[src/rtl/core/sgb_pkg.sv]
package sgb_pkg;

	localparam int TAPS        = 5;
	localparam int ROWS        = TAPS - 1;
	localparam int SLOT_W      = 2;
	localparam int CH_W        = 8;
	localparam int WGT_W       = 16;
	localparam int SIZE_W      = 11;
	localparam int CFG_IDX_W   = 3;
	localparam int CFG_DATA_W  = 16;
	localparam int PROD_W      = CH_W + WGT_W;
	localparam int PROD_SHIFT  = 14;
	localparam int SUM_W       = 13;
	localparam int CNT_W       = 3;
	localparam int RECIP_W     = 17;
	localparam int RECIP_SHIFT = 16;
	localparam int QUO_W       = SUM_W + RECIP_W;
	localparam int CH_MAX      = 255;

	localparam logic [WGT_W-1:0]  WEIGHT_OUTER_RST  = 16'd16358;
	localparam logic [WGT_W-1:0]  WEIGHT_NEAR_RST   = 16'd16397;
	localparam logic [WGT_W-1:0]  WEIGHT_CENTER_RST = 16'd16410;
	localparam logic [SIZE_W-1:0] IMAGE_WIDTH_RST   = 11'd640;
	localparam logic [SIZE_W-1:0] IMAGE_HEIGHT_RST  = 11'd480;

	typedef enum logic [CFG_IDX_W-1:0] {
		REG_WEIGHT_OUTER  = 3'd0,
		REG_WEIGHT_NEAR   = 3'd1,
		REG_WEIGHT_CENTER = 3'd2,
		REG_IMAGE_WIDTH   = 3'd3,
		REG_IMAGE_HEIGHT  = 3'd4
	} reg_index_t;

	typedef logic [CH_W-1:0] chan_t;
	typedef chan_t [TAPS-1:0] taps_t;
	typedef logic [TAPS-1:0] tap_ok_t;

	typedef struct packed {
		logic [WGT_W-1:0] outer;
		logic [WGT_W-1:0] near;
		logic [WGT_W-1:0] center;
	} weights_t;

	typedef struct packed {
		chan_t red;
		chan_t green;
		chan_t blue;
	} rgb_t;

	typedef struct packed {
		logic  drain;
		chan_t red_in;
		chan_t green_in;
		chan_t blue_in;
	} pixel_t;

	typedef struct packed {
		chan_t red_out;
		chan_t green_out;
		chan_t blue_out;
		logic  frame_end;
	} result_t;

	typedef enum logic [3:0] {
		ST_IDLE,
		ST_H0,
		ST_H1,
		ST_H2,
		ST_H3,
		ST_V0,
		ST_V1,
		ST_V2,
		ST_V3
	} state_t;

	// reciprocal of the valid tap count, exact for sums below 2^SUM_W
	function automatic logic [RECIP_W-1:0] recip(input logic [CNT_W-1:0] cnt);
		logic [RECIP_W-1:0] r;
		case (cnt)
			3'd1:    r = 17'd65536;
			3'd2:    r = 17'd32768;
			3'd3:    r = 17'd21846;
			3'd4:    r = 17'd16384;
			3'd5:    r = 17'd13108;
			default: r = '0;
		endcase
		return r;
	endfunction

endpackage

[src/rtl/core/sgb_lane.sv]
module sgb_lane import sgb_pkg::*; (
	input  logic     clk,
	input  taps_t    taps,
	input  tap_ok_t  ok,
	input  weights_t weights,
	output chan_t    result
);

	logic [WGT_W-1:0]  wsel [TAPS];
	logic [PROD_W-1:0] prod_s1 [TAPS];
	tap_ok_t           ok_s1;
	logic [SUM_W-1:0]  sum;
	logic [CNT_W-1:0]  cnt;
	logic [SUM_W-1:0]  sum_s2;
	logic [CNT_W-1:0]  cnt_s2;
	logic [QUO_W-1:0]  quo_s3;
	logic [QUO_W-RECIP_SHIFT-1:0] mean;

	// symmetric taps: center, near pair, outer pair
	always_comb begin
		for (int k = 0; k < TAPS; k++) begin
			if (k == TAPS / 2)
				wsel[k] = weights.center;
			else if (k == TAPS / 2 - 1 || k == TAPS / 2 + 1)
				wsel[k] = weights.near;
			else
				wsel[k] = weights.outer;
		end
	end

	always_ff @(posedge clk) begin
		for (int k = 0; k < TAPS; k++)
			prod_s1[k] <= PROD_W'(taps[k]) * PROD_W'(wsel[k]);
		ok_s1 <= ok;
	end

	// sum of the floored products of the valid taps, and their count
	always_comb begin
		sum = '0;
		cnt = '0;
		for (int k = 0; k < TAPS; k++) begin
			if (ok_s1[k]) begin
				sum = sum + SUM_W'(prod_s1[k][PROD_W-1:PROD_SHIFT]);
				cnt = cnt + CNT_W'(1);
			end
		end
	end

	always_ff @(posedge clk) begin
		sum_s2 <= sum;
		cnt_s2 <= cnt;
		quo_s3 <= QUO_W'(sum_s2) * QUO_W'(recip(cnt_s2));
	end

	assign mean   = quo_s3[QUO_W-1:RECIP_SHIFT];
	assign result = (mean > (QUO_W-RECIP_SHIFT)'(CH_MAX)) ? chan_t'(CH_MAX) : mean[CH_W-1:0];

endmodule

[config.mk]
export PLATFORM = sky130hd
export DESIGN_NAME = sgb_lane
export DESIGN_NICKNAME = d
export VERILOG_FILES = /design/src/rtl/core/sgb_pkg.sv /design/src/rtl/core/sgb_lane.sv
export SDC_FILE = /design/constraint.sdc
export NUM_CORES = 2
export LEC_CHECK = 0
export BUFFER_PORTS_ARGS = -buffer_cell sky130_fd_sc_hd__buf_2
export CAP_MARGIN = 20
export CORE_ASPECT_RATIO = 2
export CORE_MARGIN = 10
export CORE_UTILIZATION = 50
export CTS_BUF_LIST = sky130_fd_sc_hd__clkbuf_4
export DETAILED_ROUTE_END_ITERATION = 7
export GPL_TIMING_DRIVEN = 0
export PLACE_DENSITY = 0.65
export SLEW_MARGIN = 25
export SYNTH_ARGS = -nofsm -noshare
export SYNTH_HDL_FRONTEND = slang
export SYNTH_SLANG_ARGS = --single-unit
[constraint.sdc]
create_clock -name clk -period 19.54 [get_ports clk]
set_input_delay 1.954 -clock clk [delete_from_list [all_inputs] [get_ports clk]]
set_output_delay 1.954 -clock clk [all_outputs]
set_load 0.05 [all_outputs]
== Yosys cells after proc, flatten, opt, wreduce, memory -nomap -nowiden ==
Memory sizes are Yosys's and may differ from the RTL's.
Index checks and enable logic that the tools add are counted.

* Bits of input ports: 94
* Memories kept: 1
* Memory bits (writable): 120
* Register bits after elaboration: 51
* Output and inout bits: 8

{| class="wikitable"
|+ Memories
! name !! depth !! bits a word !! read ports !! clocked after Yosys merged registers in !! write ports !! line !! RTL
|-
| prod_s1 || 5 || 24 || 5 || 0 || 5 || sgb_lane.sv:10 || <nowiki>logic [PROD_W-1:0] prod_s1 [TAPS];</nowiki>
|}

* Order comparisons: 1
* $mul: 6
* Multiplexer cells: 12
* Eq/ne operators: 5
* $add $sub $neg: 8

{| class="wikitable"
|+ Operators with widths
! kind !! count
|-
| multiplier 8 x 16 -> 24 bit || 5
|-
| one-hot mux 17 bit (5 select lines) || 1
|-
| two-way mux 13 bit || 4
|-
| adder 13 x 10 -> 13 bit || 3
|-
| multiplier 13 x 17 -> 30 bit || 1
|-
| > comparator 14 x 8 -> 1 bit (second input constant) || 1
|-
| two-way mux 3 bit || 4
|-
| adder 10 x 10 -> 11 bit || 1
|-
| two-way mux 10 bit || 1
|-
| adder 3 x 1 -> 3 bit (second input constant) || 3
|-
| two-way mux 8 bit || 1
|-
| equality test 3 x 2 -> 1 bit (second input constant) || 2
|-
| equality test 3 bit (second input constant) || 2
|-
| equality test 3 x 1 -> 1 bit (second input constant) || 1
|-
| adder 1 x 1 -> 2 bit (second input constant) || 1
|-
| two-way mux 1 bit || 1
|}

== Logic depth before layout (Yosys ltp) ==
An unclocked memory read counts as a cell.

* Depth in word-level cells: 10
* Mapped depth: 37

== Least setup slack after synthesis ==
No wires, ideal clock.

* Path kind: register to register
* Start point: register ok_s1[0]
* End point: register sum_s2[11]
* Stages on the path, launching flop included: 36
* Arrival time: 6.576 ns
* Buffers on the path: 2
* Path slack: 12.850 ns
* Path through: dfxtp_1 buf_6 clkbuf_1 and2_1 ha_1 inv_1 fa_1 nand2b_1 a21o_1 a21oi_1 a2bb2o_1 nand3_1 nor3_1 o31ai_1 ha_1 a21o_1 a31oi_1 xor2_1 mux2_2 inv_1 ha_1 a21oi_1 a21oi_1 a21oi_1 xor2_1 o22ai_1 ha_1 and2_1 o21ai_0 inv_1 a31oi_1 a211o_1 xnor2_1 nor3_1 a211o_1 a21o_1

* Longest elaborated chain between the ends: 9

{| class="wikitable"
|+ RTL lines
! item !! line !! RTL
|-
| from (decl) || sgb_lane.sv:11 || <nowiki>tap_ok_t ok_s1;</nowiki>
|-
| from (signal assigned) || sgb_lane.sv:34 || <nowiki>ok_s1 <= ok;</nowiki>
|-
| two-way mux 10 bit * || sgb_lane.sv:42 || <nowiki>if (ok_s1[k]) begin</nowiki>
|-
| adder 10 x 10 -> 11 bit || sgb_lane.sv:43 || <nowiki>sum = sum + SUM_W'(prod_s1[k][PROD_W-1:PROD_SHIFT]);</nowiki>
|-
| two-way mux 13 bit * || sgb_lane.sv:42 ||
|-
| adder 13 x 10 -> 13 bit || sgb_lane.sv:43 ||
|-
| two-way mux 13 bit * || sgb_lane.sv:42 ||
|-
| adder 13 x 10 -> 13 bit || sgb_lane.sv:43 ||
|-
| two-way mux 13 bit * || sgb_lane.sv:42 ||
|-
| adder 13 x 10 -> 13 bit || sgb_lane.sv:43 ||
|-
| two-way mux 13 bit * || sgb_lane.sv:42 ||
|-
| named net sum[11] || sgb_lane.sv:12 || <nowiki>logic [SUM_W-1:0] sum;</nowiki>
|-
| to (signal assigned) || sgb_lane.sv:50 || <nowiki>sum_s2 <= sum;</nowiki>
|-
| to (decl) || sgb_lane.sv:14 || <nowiki>logic [SUM_W-1:0] sum_s2;</nowiki>
|}

Mark *: on every way through the listed nets, which the timed path passes. The rest lies on a longest branch.

== Worst setup path in the final report ==
Same ends and word-level chain as after synthesis.

==> run metrics <==
actual slew at the worst max-slew pin ~0.85 ns; Avg WL per Cell 18.1 um; VDD IR max between 0.1 and 0.15 mV; final setup vio count 0; TritonCTS clock tree done; number of clock buffers inserted by TritonCTS 9; WP data required about 20 ns; count of warnings emitted by yosys 0; share of cells above drive strength 1 5.38%; share of the synthesized area in the top cell type 39.7%; cell count after placement 3699; # DRC 0; most repeated cell in the gate-level netlist after synthesis sky130_fd_sc_hd__inv_1; top_reg_cell synth sky130_fd_sc_hd__dfxtp_1; post-synth design cell area 0.0265 mm2; clock slew at the register clock pins of the worst setup and hold paths 0.19 ns; kind of critical path reg2reg; status finished clean; FMAX 0.116 GHz; utilization after layout 53.3%; synthesis-to-layout area growth 5.68%; count of non-filler cells in the finished layout 3716; Global Route Usage Sum 22.1%; post-layout net count approximately 4k; global route total overflow 0; clock period minus worst slack 8.63 ns; startpoint type of the worst setup path register; full die area 0.0632 mm2; vias per cell between 5 and 6; number of vias in the routed layout 19.9k; Clk Tree Root Cell sky130_fd_sc_hd__clkbuf_4; class of the tightest hold or removal check reg2reg; RSZ-0062 raised after global routing false; Setup TNS Final 0 ns; number of H-tree levels 3; cell type with the highest aggregate area in the netlist sky130_fd_sc_hd__fa_1; areal power density over the cells ~130 mW/mm2; slowest cell delay on critical path 0.67 ns; core box area 0.0526 mm2; number of enable-type register cells in the synthesized netlist 0; number of sinks driven by the clock tree 85; leading cell types by total area after synthesis sky130_fd_sc_hd__fa_1 40%, sky130_fd_sc_hd__ha_1 16%, sky130_fd_sc_hd__and2_1 8.0%; worst-case headroom to the max-slew limit 42.9%; ratio of final minimum period to clock period 44.1%; number of standard cells after synthesis about 2.9k; number of optimization iterations in the first detailed-route pass 7; fraction of the yosys area taken by sequential cells 6.42%; Iter 0 DRT Violations around 930; GPL Wtd Cong 0.925; DRT antenna net count 0; wire length of the first global-routing pass 113 mm; HPWL reported at the end of detailed placement 59.5 mm; setup clock skew after layout 0.0426 ns; Starting Density 50.4%; hold-fix buffers at CTS 0; average cell area after synthesis 9.03 um2; vertical extent of the die ~350 um; # fillers ~5k; critical-path maximum fanout 10; CP Capture Type register; overall power 0.00373 W; via count of the first global-routing pass 22.8k; hold violation total from the final report 0; Resized cells post-CTS 0; Final Slew Violations 0; Seq cells post-synth 85; most instantiated cells after synthesis 557 x sky130_fd_sc_hd__inv_1, 526 x sky130_fd_sc_hd__fa_1, 410 x sky130_fd_sc_hd__nand2_1; slowest library cell on the worst path sky130_fd_sc_hd__o31ai_1; maximum buffer depth of the clock tree 2; insertion delay of the later-clocked pin in the worst-skew pair approximately 0.56 ns; number of max-cap violations 0; antenna violations before repair 2; Syn Nets 3890; width of the chip 183 um; Placement Rows around 120; num ports 102; Distinct cells, synth 76; Lkg Pwr 14.2 nW; worst endpoint data arrival time 9.08 ns; Detailed Route WL 67.2 mm; count of port buffers added during placement 100; share of flip-flops with an asynchronous set or reset after synthesis 0%; post-CTS setup buffer count 0; largest net degree at the start of global routing 17
critical path: cells and delay by family (launching register included):
family                     cells  cell delay (ns)
DFF                            1             0.51
adders and majority gates      5             1.61
and+or+nand+nor                6             1.05
muxes                          1             0.34
xor gates and xnor gates       3             0.34
buffers and inverters          5             0.73
AOI/OAI and AO/OA             15             3.94
flip-flops by register name, summed over array words and instances, names as in the netlist:
name     flops
cnt_s2       3
quo_s3      14
sum_s2      13
ok_s1        5
prod_s1     50
path summary, 6_finish.rpt:
| check | end | start | cells after the start | slack [ns] |
|---|---|---|---|---|
| min | sum_s2[0] | prod_s1[0][110] | 2 | 0.64 |
| min reg2reg | sum_s2[0] | prod_s1[0][110] | 2 | 0.64 |
| max reg2reg | sum_s2[11] | ok_s1[0] | 35 | 10.91 |
| max | sum_s2[11] | ok_s1[0] | 35 | 10.91 |
area by class of cell:
cell class / instances / area (um2) / share of cell area [%]
repair buffers: 100 / 500 / 1.79
inverters: 558 / 2090 / 7.48
clock buffers: 9 / 67.6 / 0.241
flip-flops and latches: 85 / 1700 / 6.08
well taps: 665 / 832 / 2.97
plain buffers: 89 / 343 / 1.22
multi-input cells: 2202 / 22400 / 79.8
clock inverters: 7 / 104 / 0.371
diodes: 1 / 2.50 / 0.00894
cell usage in the layout (no fill, tap or decap), types with 20 or more instances in the layout:
cell,synthesis,layout
sky130_fd_sc_hd__nand2_1,410,410
sky130_fd_sc_hd__o21ai_0,34,34
sky130_fd_sc_hd__and2_1,338,338
sky130_fd_sc_hd__ha_1,336,336
sky130_fd_sc_hd__buf_2,1,101
sky130_fd_sc_hd__dfxtp_1,85,85
sky130_fd_sc_hd__nor2_1,67,67
sky130_fd_sc_hd__nor3_1,24,24
sky130_fd_sc_hd__nand3_1,28,28
sky130_fd_sc_hd__inv_1,557,557
sky130_fd_sc_hd__xor2_1,37,37
sky130_fd_sc_hd__fa_1,526,526
sky130_fd_sc_hd__a21oi_1,73,73
sky130_fd_sc_hd__xnor2_1,60,60
sky130_fd_sc_hd__o21a_1,27,27
sky130_fd_sc_hd__clkbuf_1,86,86
sky130_fd_sc_hd__or2_2,20,20
cell families (layout without fill, tap and decap cells):
kind of cell | count (synthesis) | after routing | share of synthesized area, %
muxes | 22 | 22 | 0.902
buffers and inverters | 647 | 763 | 9.20
DFF | 85 | 85 | 6.42
and+or+nand+nor | 969 | 969 | 18.3
adders and majority gates | 862 | 862 | 55.6
AOI/OAI and AO/OA | 252 | 252 | 6.36
xor gates and xnor gates | 97 | 97 | 3.21
other | 0 | 1 | 0
through the flow:
| stage | cell area [um2] | setup slack, ns | hold WS (ns) |
|---|---|---|---|
| final | 28000 | 10.91 | 0.639 |
| after floorplan | 26500 | 12.85 | 0.556 |
| after detailed placement | 27800 | 11.03 | 0.622 |
| after CTS | 28000 | 11.00 | 0.646 |
| after global placement | 27800 | 11.24 | 0.631 |
| after global routing | 28000 | 10.29 | 0.703 |
metal layers:
layer	track usage [%]	up-vias	wire length, um
met5	0	-	18
met2	43.4	419	38500
met3	2.28	181	1910
li1	-	9266	-
met1	21.6	10100	23000
met4	12.0	2	3860
report_power, final:
part	total [W]	internal, W	switching [W]
logic	0.00327	0.00139	0.00188
registers	0.000333	0.000273	0.0000599
clock network	0.000129	0.0000535	0.0000756
total	0.00373	0.00172	0.00202
Power figures use the tool's default switching activity.
